$ cat config.mk
export PLATFORM = sky130hd
export DESIGN_NAME = timer_slot_bank_core
export DESIGN_NICKNAME = d
export VERILOG_FILES = /design/src/hdl/tsb_pkg.sv /design/src/hdl/timer_slot_bank_core.sv /design/src/hdl/tsb_state_ram.sv /design/src/hdl/tsb_out_stage.sv /design/src/hdl/tsb_ctrl.sv
export SDC_FILE = /design/constraint.sdc
export NUM_CORES = 2
export LEC_CHECK = 0
export BUFFER_PORTS_ARGS = -buffer_cell sky130_fd_sc_hd__buf_2
export CAP_MARGIN = 20
export CORE_MARGIN = 1.5
export CORE_UTILIZATION = 45
export CTS_BUF_LIST = sky130_fd_sc_hd__clkbuf_4
export DETAILED_ROUTE_END_ITERATION = 10
export PLACE_DENSITY = 0.71
export SYNTH_ARGS = -nofsm -noshare
export SYNTH_HDL_FRONTEND = slang
export SYNTH_HIERARCHICAL = 1
export SYNTH_SLANG_ARGS = --single-unit
$ cat constraint.sdc
create_clock -name clk -period 11.09 [get_ports clk]
set_input_delay 3.327 -clock clk [delete_from_list [all_inputs] [get_ports clk]]
set_output_delay 3.327 -clock clk [all_outputs]
set_load 0.005 [all_outputs]
$ cat src/hdl/tsb_pkg.sv
// ----------------------------------------------------------------------------
// tsb_pkg
// shared types and codes for the timer slot bank: action and result kinds,
// the slot state word and the beats passed between the control and output
// stages
// ----------------------------------------------------------------------------
package tsb_pkg;

    localparam int SLOTS_DEFAULT = 16;
    localparam int RES_CAP       = 16;
    localparam int CNT_W         = $clog2(RES_CAP + 1);
    localparam int SLOT_W        = 4;
    localparam int TIME_W        = 32;

    typedef enum logic [1:0] {
        ACT_CREATE = 2'd0,
        ACT_DELETE = 2'd1,
        ACT_SET    = 2'd2,
        ACT_TICK   = 2'd3
    } action_t;

    typedef enum logic [1:0] {
        KIND_CREATE    = 2'd0,
        KIND_DONE      = 2'd1,
        KIND_EXPIRY    = 2'd2,
        KIND_IDLE_TICK = 2'd3
    } kind_t;

    typedef struct packed {
        logic [1:0]        action;
        logic [SLOT_W-1:0] slot;
        logic              run;
        logic              auto_reload;
        logic [TIME_W-1:0] timeout;
    } in_item_t;

    typedef struct packed {
        logic              running;
        logic              reload_mode;
        logic [TIME_W-1:0] period;
        logic [TIME_W-1:0] count;
    } slot_word_t;

    typedef struct packed {
        logic              valid;
        logic [1:0]        kind;
        logic [SLOT_W-1:0] slot;
        logic              ok;
        logic              last;
    } res_beat_t;

endpackage

$ cat src/hdl/timer_slot_bank_core.sv
// ----------------------------------------------------------------------------
// timer_slot_bank_core
// bank of tick-driven timers: create, delete, set and tick requests in,
// create answers, done beats, expiry events and idle-tick beats out
//
//   channel  dir  tdata                                   tuser      tlast
//   s_axis   in   slot, run, auto_reload, timeout         action     -
//   m_axis   out  result_slot, ok                         kind       last
//
// delete and set go straight to their answer, create scans the slots for a free
// one and tick sweeps every slot; each waits while the output register stays full.
// the tick sweep is paced by the state memory's single read port, one slot per
// cycle with read-modify-write unless stalled; expiry events leave while the sweep runs.
// reset clears the slot allocation flags at once; no clearing pass.
// a full output register stalls the sweep on the slot being visited.
// ----------------------------------------------------------------------------
module timer_slot_bank_core #(
    parameter int SLOTS = tsb_pkg::SLOTS_DEFAULT
) (
    input  logic        clk,
    input  logic        rst_n,
    input  logic        s_axis_tvalid,
    output logic        s_axis_tready,
    input  logic [39:0] s_axis_tdata,   // slot[3:0], run[4], auto_reload[5], timeout[37:6], pad
    input  logic [1:0]  s_axis_tuser,   // action[1:0]
    output logic        m_axis_tvalid,
    input  logic        m_axis_tready,
    output logic [7:0]  m_axis_tdata,   // result_slot[3:0], ok[4], pad
    output logic [1:0]  m_axis_tuser,   // kind[1:0]
    output logic        m_axis_tlast
);

    localparam int IDX_W = (SLOTS > 1) ? $clog2(SLOTS) : 1;

    tsb_pkg::in_item_t   item;
    tsb_pkg::slot_word_t wr_data;
    tsb_pkg::slot_word_t rd_data;
    tsb_pkg::res_beat_t  push;
    logic                wr_en;
    logic [IDX_W-1:0]    wr_addr;
    logic [IDX_W-1:0]    rd_addr;
    logic                out_free;

    assign item = '{action: s_axis_tuser, slot: s_axis_tdata[3:0], run: s_axis_tdata[4],
                    auto_reload: s_axis_tdata[5], timeout: s_axis_tdata[37:6]};

    tsb_ctrl #(
        .SLOTS (SLOTS),
        .IDX_W (IDX_W)
    ) u_ctrl (
        .clk      (clk),
        .rst_n    (rst_n),
        .in_valid (s_axis_tvalid),
        .in_ready (s_axis_tready),
        .item     (item),
        .wr_en    (wr_en),
        .wr_addr  (wr_addr),
        .wr_data  (wr_data),
        .rd_addr  (rd_addr),
        .rd_data  (rd_data),
        .out_free (out_free),
        .push     (push)
    );

    tsb_state_ram #(
        .SLOTS (SLOTS),
        .IDX_W (IDX_W)
    ) u_ram (
        .clk     (clk),
        .wr_en   (wr_en),
        .wr_addr (wr_addr),
        .wr_data (wr_data),
        .rd_addr (rd_addr),
        .rd_data (rd_data)
    );

    tsb_out_stage u_out (
        .clk           (clk),
        .rst_n         (rst_n),
        .push          (push),
        .out_free      (out_free),
        .m_axis_tvalid (m_axis_tvalid),
        .m_axis_tready (m_axis_tready),
        .m_axis_tdata  (m_axis_tdata),
        .m_axis_tuser  (m_axis_tuser),
        .m_axis_tlast  (m_axis_tlast)
    );

    // one request at a time: ready drops after a beat is taken
    a_one_at_a_time: assert property (@(posedge clk) disable iff (!rst_n)
        s_axis_tvalid && s_axis_tready |=> !s_axis_tready)
        else $error("input taken while a request is in progress");

    // only expiry events may be followed by more beats of the same request
    a_non_last_expiry: assert property (@(posedge clk) disable iff (!rst_n)
        m_axis_tvalid && !m_axis_tlast |-> m_axis_tuser == tsb_pkg::KIND_EXPIRY)
        else $error("non-final beat that is not an expiry");

    // a failed create reports slot zero
    a_full_slot_zero: assert property (@(posedge clk) disable iff (!rst_n)
        m_axis_tvalid && m_axis_tuser == tsb_pkg::KIND_CREATE && !m_axis_tdata[4]
        |-> m_axis_tdata[3:0] == 4'd0)
        else $error("failed create with nonzero slot");

    // a push never lands on a beat that is still waiting
    a_no_overwrite: assert property (@(posedge clk) disable iff (!rst_n)
        push.valid |-> out_free)
        else $error("result pushed into a full output register");

endmodule

$ cat src/hdl/tsb_state_ram.sv
// ----------------------------------------------------------------------------
// tsb_state_ram
// per-slot state memory: one write port, one read port, registered read data
// ----------------------------------------------------------------------------
module tsb_state_ram #(
    parameter int SLOTS = tsb_pkg::SLOTS_DEFAULT,
    parameter int IDX_W = (SLOTS > 1) ? $clog2(SLOTS) : 1
) (
    input  logic                clk,
    input  logic                wr_en,
    input  logic [IDX_W-1:0]    wr_addr,
    input  tsb_pkg::slot_word_t wr_data,
    input  logic [IDX_W-1:0]    rd_addr,
    output tsb_pkg::slot_word_t rd_data
);

    tsb_pkg::slot_word_t slot_mem_reg [SLOTS];
    tsb_pkg::slot_word_t rd_data_reg;

    always_ff @(posedge clk)
    begin
        if (wr_en)
        begin
            slot_mem_reg[wr_addr] <= wr_data;
        end
        rd_data_reg <= slot_mem_reg[rd_addr];
    end

    assign rd_data = rd_data_reg;

endmodule

$ cat src/hdl/tsb_out_stage.sv
// ----------------------------------------------------------------------------
// tsb_out_stage
// result output register: takes one beat when free and holds it until the
// downstream side takes it
// ----------------------------------------------------------------------------
module tsb_out_stage (
    input  logic               clk,
    input  logic               rst_n,
    input  tsb_pkg::res_beat_t push,
    output logic               out_free,
    output logic               m_axis_tvalid,
    input  logic               m_axis_tready,
    output logic [7:0]         m_axis_tdata,   // result_slot[3:0], ok[4], zero pad
    output logic [1:0]         m_axis_tuser,   // kind[1:0]
    output logic               m_axis_tlast
);

    logic                       valid_reg;
    logic                       valid_next;
    logic [1:0]                 kind_reg;
    logic [tsb_pkg::SLOT_W-1:0] slot_reg;
    logic                       ok_reg;
    logic                       last_reg;

    assign out_free = !valid_reg || m_axis_tready;

    always_comb
    begin
        valid_next = valid_reg;
        if (push.valid)
        begin
            valid_next = 1'b1;
        end
        else if (m_axis_tready)
        begin
            valid_next = 1'b0;
        end
    end

    always_ff @(posedge clk or negedge rst_n)
    begin
        if (!rst_n)
        begin
            valid_reg <= 1'b0;
        end
        else
        begin
            valid_reg <= valid_next;
        end
    end

    always_ff @(posedge clk)
    begin
        if (push.valid)
        begin
            kind_reg <= push.kind;
            slot_reg <= push.slot;
            ok_reg   <= push.ok;
            last_reg <= push.last;
        end
    end

    assign m_axis_tvalid = valid_reg;
    assign m_axis_tdata  = {3'b000, ok_reg, slot_reg};
    assign m_axis_tuser  = kind_reg;
    assign m_axis_tlast  = last_reg;

endmodule

$ cat src/hdl/tsb_ctrl.sv
// ----------------------------------------------------------------------------
// tsb_ctrl
// sequencer for the timer slot bank: allocation scan, delete and set,
// and the tick sweep that reads each slot and decrements and writes back each allocated, running slot
// ----------------------------------------------------------------------------
module tsb_ctrl #(
    parameter int SLOTS = tsb_pkg::SLOTS_DEFAULT,
    parameter int IDX_W = (SLOTS > 1) ? $clog2(SLOTS) : 1
) (
    input  logic                clk,
    input  logic                rst_n,
    input  logic                in_valid,
    output logic                in_ready,
    input  tsb_pkg::in_item_t   item,
    output logic                wr_en,
    output logic [IDX_W-1:0]    wr_addr,
    output tsb_pkg::slot_word_t wr_data,
    output logic [IDX_W-1:0]    rd_addr,
    input  tsb_pkg::slot_word_t rd_data,
    input  logic                out_free,
    output tsb_pkg::res_beat_t  push
);

    typedef enum logic [4:0] {
        ST_IDLE   = 5'b00001,
        ST_CREATE = 5'b00010,
        ST_SCAN   = 5'b00100,
        ST_FINISH = 5'b01000,
        ST_RESP   = 5'b10000
    } state_t;

    localparam logic [IDX_W-1:0] IDX_LAST = IDX_W'(SLOTS - 1);

    state_t                      state_reg, state_next;
    logic [IDX_W-1:0]            idx_reg, idx_next;
    logic [SLOTS-1:0]            in_use_reg, in_use_next;
    logic                        held_valid_reg, held_valid_next;
    logic [tsb_pkg::SLOT_W-1:0]  held_slot_reg, held_slot_next;
    logic [tsb_pkg::CNT_W-1:0]   rep_cnt_reg, rep_cnt_next;
    logic [1:0]                  resp_kind_reg, resp_kind_next;
    logic [tsb_pkg::SLOT_W-1:0]  resp_slot_reg, resp_slot_next;
    logic                        resp_ok_reg, resp_ok_next;
    logic                        run_reg, run_next;
    logic                        reload_reg, reload_next;
    logic [tsb_pkg::TIME_W-1:0]  timeout_reg, timeout_next;

    logic [IDX_W-1:0]            idx_inc;
    logic [IDX_W-1:0]            item_idx;
    logic                        item_in_range;
    logic                        hit;
    logic [tsb_pkg::TIME_W-1:0]  count_dec;
    logic                        expire;
    logic                        report;
    logic                        need_push;
    logic                        stall;

    assign idx_inc       = idx_reg + IDX_W'(1);
    assign item_idx      = IDX_W'(item.slot);
    assign item_in_range = {3'b000, item.slot} < 7'(SLOTS);
    assign hit           = in_use_reg[idx_reg] && rd_data.running;
    assign count_dec     = rd_data.count - 32'd1;
    assign expire        = hit && (count_dec == '0);
    assign report        = expire && (rep_cnt_reg < tsb_pkg::CNT_W'(tsb_pkg::RES_CAP));
    assign need_push     = report && held_valid_reg;
    assign stall         = need_push && !out_free;
    assign in_ready      = (state_reg == ST_IDLE);

    always_comb
    begin
        state_next      = state_reg;
        idx_next        = idx_reg;
        in_use_next     = in_use_reg;
        held_valid_next = held_valid_reg;
        held_slot_next  = held_slot_reg;
        rep_cnt_next    = rep_cnt_reg;
        resp_kind_next  = resp_kind_reg;
        resp_slot_next  = resp_slot_reg;
        resp_ok_next    = resp_ok_reg;
        run_next        = run_reg;
        reload_next     = reload_reg;
        timeout_next    = timeout_reg;
        wr_en           = 1'b0;
        wr_addr         = idx_reg;
        wr_data         = '0;
        rd_addr         = '0;
        push            = '0;

        case (state_reg)
            ST_IDLE:
            begin
                if (in_valid)
                begin
                    case (item.action)
                        tsb_pkg::ACT_CREATE:
                        begin
                            run_next     = item.run;
                            reload_next  = item.auto_reload;
                            timeout_next = item.timeout;
                            idx_next     = '0;
                            state_next   = ST_CREATE;
                        end
                        tsb_pkg::ACT_DELETE:
                        begin
                            if (item_in_range)
                            begin
                                in_use_next[item_idx] = 1'b0;
                            end
                            resp_kind_next = tsb_pkg::KIND_DONE;
                            resp_slot_next = item.slot;
                            resp_ok_next   = 1'b1;
                            state_next     = ST_RESP;
                        end
                        tsb_pkg::ACT_SET:
                        begin
                            if (item_in_range)
                            begin
                                wr_en   = 1'b1;
                                wr_addr = item_idx;
                                wr_data = '{running: item.run, reload_mode: item.auto_reload,
                                            period: item.timeout, count: item.timeout};
                            end
                            resp_kind_next = tsb_pkg::KIND_DONE;
                            resp_slot_next = item.slot;
                            resp_ok_next   = 1'b1;
                            state_next     = ST_RESP;
                        end
                        default:
                        begin
                            idx_next        = '0;
                            held_valid_next = 1'b0;
                            rep_cnt_next    = '0;
                            state_next      = ST_SCAN;
                        end
                    endcase
                end
            end
            ST_CREATE:
            begin
                if (!in_use_reg[idx_reg])
                begin
                    wr_en                = 1'b1;
                    wr_addr              = idx_reg;
                    wr_data              = '{running: run_reg, reload_mode: reload_reg,
                                             period: timeout_reg, count: timeout_reg};
                    in_use_next[idx_reg] = 1'b1;
                    resp_kind_next       = tsb_pkg::KIND_CREATE;
                    resp_slot_next       = tsb_pkg::SLOT_W'(idx_reg);
                    resp_ok_next         = 1'b1;
                    state_next           = ST_RESP;
                end
                else if (idx_reg == IDX_LAST)
                begin
                    resp_kind_next = tsb_pkg::KIND_CREATE;
                    resp_slot_next = '0;
                    resp_ok_next   = 1'b0;
                    state_next     = ST_RESP;
                end
                else
                begin
                    idx_next = idx_inc;
                end
            end
            ST_SCAN:
            begin
                if (need_push && out_free)
                begin
                    push = '{valid: 1'b1, kind: tsb_pkg::KIND_EXPIRY, slot: held_slot_reg,
                             ok: 1'b1, last: 1'b0};
                end
                if (stall)
                begin
                    // re-read the same slot so the read data stays put
                    rd_addr = idx_reg;
                end
                else
                begin
                    if (hit)
                    begin
                        wr_en   = 1'b1;
                        wr_addr = idx_reg;
                        wr_data = '{running: rd_data.running,
                                    reload_mode: rd_data.reload_mode,
                                    period: rd_data.period,
                                    count: (expire && rd_data.reload_mode) ?
                                           rd_data.period : count_dec};
                    end
                    if (expire && !rd_data.reload_mode)
                    begin
                        in_use_next[idx_reg] = 1'b0;
                    end
                    if (report)
                    begin
                        held_valid_next = 1'b1;
                        held_slot_next  = tsb_pkg::SLOT_W'(idx_reg);
                        rep_cnt_next    = rep_cnt_reg + tsb_pkg::CNT_W'(1);
                    end
                    rd_addr  = idx_inc;
                    idx_next = idx_inc;
                    if (idx_reg == IDX_LAST)
                    begin
                        state_next = ST_FINISH;
                    end
                end
            end
            ST_FINISH:
            begin
                if (out_free)
                begin
                    if (held_valid_reg)
                    begin
                        push = '{valid: 1'b1, kind: tsb_pkg::KIND_EXPIRY,
                                 slot: held_slot_reg, ok: 1'b1, last: 1'b1};
                    end
                    else
                    begin
                        push = '{valid: 1'b1, kind: tsb_pkg::KIND_IDLE_TICK,
                                 slot: '0, ok: 1'b1, last: 1'b1};
                    end
                    state_next = ST_IDLE;
                end
            end
            ST_RESP:
            begin
                if (out_free)
                begin
                    push = '{valid: 1'b1, kind: resp_kind_reg, slot: resp_slot_reg,
                             ok: resp_ok_reg, last: 1'b1};
                    state_next = ST_IDLE;
                end
            end
            default:
            begin
                state_next = ST_IDLE;
            end
        endcase
    end

    always_ff @(posedge clk or negedge rst_n)
    begin
        if (!rst_n)
        begin
            state_reg      <= ST_IDLE;
            idx_reg        <= '0;
            in_use_reg     <= '0;
            held_valid_reg <= 1'b0;
            rep_cnt_reg    <= '0;
        end
        else
        begin
            state_reg      <= state_next;
            idx_reg        <= idx_next;
            in_use_reg     <= in_use_next;
            held_valid_reg <= held_valid_next;
            rep_cnt_reg    <= rep_cnt_next;
        end
    end

    always_ff @(posedge clk)
    begin
        held_slot_reg <= held_slot_next;
        resp_kind_reg <= resp_kind_next;
        resp_slot_reg <= resp_slot_next;
        resp_ok_reg   <= resp_ok_next;
        run_reg       <= run_next;
        reload_reg    <= reload_next;
        timeout_reg   <= timeout_next;
    end

endmodule
# Word-level counts from Yosys, hierarchy flattened
# Memories as Yosys holds them, arrays and structs flattened. A register that Yosys moved wholly into a read port is not among the register bits.
# Index checks and enable logic that the tools add are counted.
# Widths: inputs -> output; s select.
# classes
n_addsub	3
magnitude_cmp	5
eq_ne	22
n_mux	77
bitwise_logic	6
n_reduce_logical	30
# op_table
cell	n
$mux 66	5
$pmux 66 s3	1
$mux 16	5
$mux 4	13
$mux 5	10
$pmux 16 s3	1
$and 16x16->16	2
$logic_not 32->1	1
$mux 32	1
$not 16->16	2
$sub 32x1->32 const B	1
$mux 9	3
$pmux 9 s3	1
$mux 1	20
$pmux 5 s2	2
$pmux 5 s4	1
$or 16x16->16	1
$reduce_and 5->1	3
$ne 2x2->1 const B	7
$ne 2x1->1 const B	6
$pmux 4 s3	1
$logic_and 1x1->1	10
$lt 4x5->1 const B	2
$demux 1 s4	2
other kinds (31)	42
# word_totals
register_bits	85
ram_bits	1056
in_bits	46
output_inout_bits	13
wordCells	161
mem_count	1
# memory_table
name	depth	width	read_ports	rd_ports_with_merged_regs	wr	line_no	source
u_ram.slot_mem_reg	16	66	1	1	1	tsb_state_ram.sv:17	tsb_pkg::slot_word_t slot_mem_reg [SLOTS];

# Longest topological paths before layout
# depth
word_depth	11
depth_mapped	16
depth_no_buf	13

# By module
# The synthesis kept the hierarchy.
# by_module_without_submodules
module	instances	cells_per_inst	area_each_um2	seq_area_each_um2
tsb_state_ram	1	1698	40800.4	33031.7
tsb_ctrl	1	670	5659.2	2098.3
tsb_out_stage	1	16	321.6	265.3

# Worst setup path before layout
# OpenSTA, ideal clock, no wires.
# synth_path
path_type	input-to-reg
startpoint	in s_axis_tvalid
endpoint	mem u_ram/slot_mem_reg[0][0] (netlist bit), enable pin
setup_time_ns	0.571
arrival_ns	9.342
t_required_ns	10.519
path_slack_ns	1.177
path_stages	7
path_buffers	3
path_cell_list	buf_1 > and3_1 > clkbuf_1 > clkbuf_1 > o21ai_0 > or3b_2 > nor3_1
# synth_via
word_cells_on_any_way	6
classes_between	6 x mux
# synth_lines
item	line_no	source
from (decl)	timer_slot_bank_core.sv:22	input logic s_axis_tvalid,
$mux 4	tsb_ctrl.sv:91	if (in_valid)
$mux 4	--	
via wr_addr[2]	timer_slot_bank_core.sv:40	logic [IDX_W-1:0] wr_addr;
to (decl)	tsb_state_ram.sv:17	
# The timed path passes the listed nets, and every way through them passes these cells.

# Worst setup path after layout
# layout_path
startpoint	in s_axis_tuser[0]
endpoint	mem u_ram/slot_mem_reg[11][52] (netlist bit), enable pin
# layout_via
word_cells_on_any_way	9
classes_between	1 x eq/ne; 8 x mux
# layout_lines
item	line_no	source
from (decl)	timer_slot_bank_core.sv:25	input logic [1:0] s_axis_tuser,
$eq 2x2->1	tsb_ctrl.sv:93	case (item.action)
$mux 4	tsb_ctrl.sv:93	
$mux 4	tsb_ctrl.sv:91	
$mux 4	--	
via wr_addr[1]	timer_slot_bank_core.sv:40	
# The timed path passes the listed nets, and every way through them passes these cells.

==> flow_metrics.env <==
export IMPL_clk_latency_ns=1.22
export IMPL_rsz0062_at_grt="false"
export IMPL_antenna_found_initial=2
export IMPL_clock_path_buffers=4
export IMPL_synth_area_per_cell_um2=19.62
export IMPL_fillerInstances=8216
export IMPL_crit_chain="buf_2 -> inv_1 -> ha_1 -> and3_2 -> buf_4 -> o21ai_0 -> nand2_1 -> nor2_4 -> buf_4"
export IMPL_post_cts_buffers=0
export IMPL_layoutNonFillerInstCount=4299
export IMPL_drt_initial_drc_count=3081
export IMPL_io_pins=59
export IMPL_worst_pin_slew_ns=1.155
export IMPL_grt_max_degree=127
export IMPL_holdPathStages=2
export IMPL_r2r_cells=12
export IMPL_hpwl_mm=58.63
export IMPL_postSynthCellCount=2384
export IMPL_grt_usage=0.2059
export IMPL_die_area_um2=105900
export IMPL_via_per_inst=5.891
export IMPL_synthArstFlopShare=0.02653
export IMPL_maxSlewHeadroom=0.2299
export IMPL_worst_setup_path_end_kind="flip-flop"
export IMPL_syn_to_final_growth_pct=12.79
export IMPL_largest_reg_flops=1056
export IMPL_status="completed"
export IMPL_drtPass1Iterations=6
export IMPL_maxCapViolations=0
export IMPL_first_global_vias=26100
export IMPL_path_class="input pin to flip-flop"
export IMPL_drc=0
export IMPL_htreeDepth=5
export IMPL_portBuffers=53
export IMPL_mostFrequentLayoutCells="edfxtp_1, clkbuf_4, mux4_2"
export IMPL_routed_wl_mm=108.6
export IMPL_r2r_end="u_ram/rd_data[17]"
export IMPL_die_y_um=325.4
export IMPL_synth_top_area_share=0.7112
export IMPL_cp_slowest_stage_delay_ns=0.95
export IMPL_multi_input_area_um2=10650
export IMPL_crit_top_cell="buf_4"
export IMPL_syn_area_um2=46780
export IMPL_grt_busiest_layer="met2"
export IMPL_worst_path_buf_inv=4
export IMPL_clkSinkCount=1206
export IMPL_clockRootBuffer="clkbuf_4"
export IMPL_post_route_min_period_ns=6.726
export IMPL_seq_area_frac_synth=0.7566
export IMPL_leakage_nw=17.24
export IMPL_use_met3=0.04537
export IMPL_vdd_ir_drop_max_mv=0.1130
export IMPL_fin_setup_tns_ns=0
export IMPL_netlist_top_cells_area="edfxtp_1, mux4_2, dfxtp_1"
export IMPL_final_util=0.5106
export IMPL_drt_antenna_violating_nets=0
export IMPL_worstHoldStart="u_ctrl/in_use_reg[11]"
export IMPL_row_count=118
export IMPL_setup_violations=0
export IMPL_crit_family="simple AND/OR/NAND/NOR gates"
export IMPL_use_met1=0.2834
export IMPL_finalClockSkew_ns=0.1803
export IMPL_clk_pin_slew_ns=0.06
export IMPL_ys_ff_latch=1206
export IMPL_final_max_slew_viol_count=0
export IMPL_power_density_nw_per_um2=178.9
export IMPL_crit_slowest_cell="o21ai_0"
export IMPL_synthFlopType="edfxtp_1"
export IMPL_synth_edf_count=1108
export IMPL_placedCellCount=3752
export IMPL_hold_end="u_ctrl/in_use_reg[11]"
export IMPL_required_ns=11.79
export IMPL_initial_utilization=0.4527
export IMPL_cp_data_arrival_time_ns=7.42
export IMPL_final_common_cell="edfxtp_1"
export IMPL_yosysWarnings=6
export IMPL_post_cts_resized=0
export IMPL_cts_buffers=310
export IMPL_die_w_um=325.4
export IMPL_min_period_over_period=0.6065
export IMPL_use_met2=0.3261
export IMPL_worst_hold_path_type="flip-flop to flip-flop"
export IMPL_fp_coreArea_um2=103300
export IMPL_yosysTopAreaCell="edfxtp_1"
export IMPL_grt_ovfl_total=0
export IMPL_drive_gt1_frac=0.3136
export IMPL_num_vias=25320
export IMPL_cp_max_fo=47
export IMPL_crit_path_start_kind="input pin"
export IMPL_grt_pass1_wl_mm=161.6
export IMPL_nets=2743
export IMPL_hold_buffers=0
export IMPL_gp_congestion=0.8788
export IMPL_p_total_mw=9.442
export IMPL_regToRegSetupSlack_ns=4.83
export IMPL_r2r_start="u_ram/rd_data[4]"
export IMPL_synth_distinct_cells=73
export IMPL_max_freq_ghz=0.1487
export IMPL_wl_per_cell_um=25.27
export IMPL_regArea_um2=35400
export IMPL_cts_tree="done"
export IMPL_hold_viol=0
==> power breakdown <==
part	internal, mW	switching, mW	total, mW
clock	1.99	1.69	3.68
combinational	0.167	0.373	0.540
sequential	5.15	0.0724	5.22
total	7.31	2.14	9.44
==> worst register-to-register path, delay by kind of cell (launching register included) <==
family,cells,cell delay [ns]
DFF,1,0.35
muxes,2,0.98
and+or+nand+nor,6,3.00
AOI/OAI and AO/OA,3,1.32
buffers and inverters,1,0.52
==> layout make-up <==
type | instances | share of cell area
clock inverter | 86 | 0.009509
inverter | 51 | 0.003628
timing repair buffer | 122 | 0.01717
sequential | 1206 | 0.6708
tap | 1380 | 0.03272
clock buffer | 448 | 0.06374
multi-input combinational | 995 | 0.2019
antenna | 11 | 0.0005217
==> metrics by stage <==
stage	hold slack, ns	area (µm²)	setup slack [ns]
floorplan	0.4231	46790	1.177
global placement	0.4853	48640	3.524
detailed placement	0.4963	48840	3.383
CTS	0.5034	52700	4.475
global route	0.5335	52760	4.328
finish	0.5094	52770	4.364
==> synthesized netlist by cell type, drive strengths merged, types with 4 or more instances <==
library cell,number
and2,4
a21boi,5
a21oi,37
a22o,4
edfxtp,1108
or4,7
nor3,24
xor2,11
nand4,7
nand3b,8
dfrtp,31
nor4,15
nand3,33
mux2i,6
a31oi,20
nor2,58
a22oi,165
inv,50
and3,5
clkbuf,64
o221a,6
ha,11
or3,10
mux4,269
buf,70
xnor2,17
o22ai,5
nand2b,13
o21ai,87
nand2,119
dfxtp,66
nor2b,4
==> cells by family after synthesis <==
kind of cell	synth area share
other	0.00008016
XOR/XNOR	0.005242
flip-flops	0.7566
buffers and inverters	0.01920
adder cells (fa/ha/maj)	0.002942
AO/OA/AOI/OAI	0.05074
AND/OR/NAND/NOR	0.03367
multiplexers	0.1315
==> layer usage <==
layer	routed length (µm)	vias up	share of wire
met3	10080	187	0.093
li1	-	10660	-
met2	52640	1407	0.48
met1	43730	13070	0.40
met5	0	-	0
met4	2182	0	0.020
==> worst max path at each step <==
stage	start	to	slack [ns]	cells past startpoint
floorplan	s_axis_tvalid	u_ram/slot_mem_reg[0][0]	1.18	7
global placement	s_axis_tuser[0]	u_ram/slot_mem_reg[11][62]	3.52	9
detailed placement	s_axis_tuser[0]	u_ram/slot_mem_reg[11][30]	3.38	9
CTS	u_ctrl/state_reg[0]	s_axis_tready	4.47	3
global route	s_axis_tuser[0]	u_ram/slot_mem_reg[11][52]	4.33	9
finish	s_axis_tuser[0]	u_ram/slot_mem_reg[11][52]	4.36	9
Note: power is estimated with default switching activity, not from simulation.
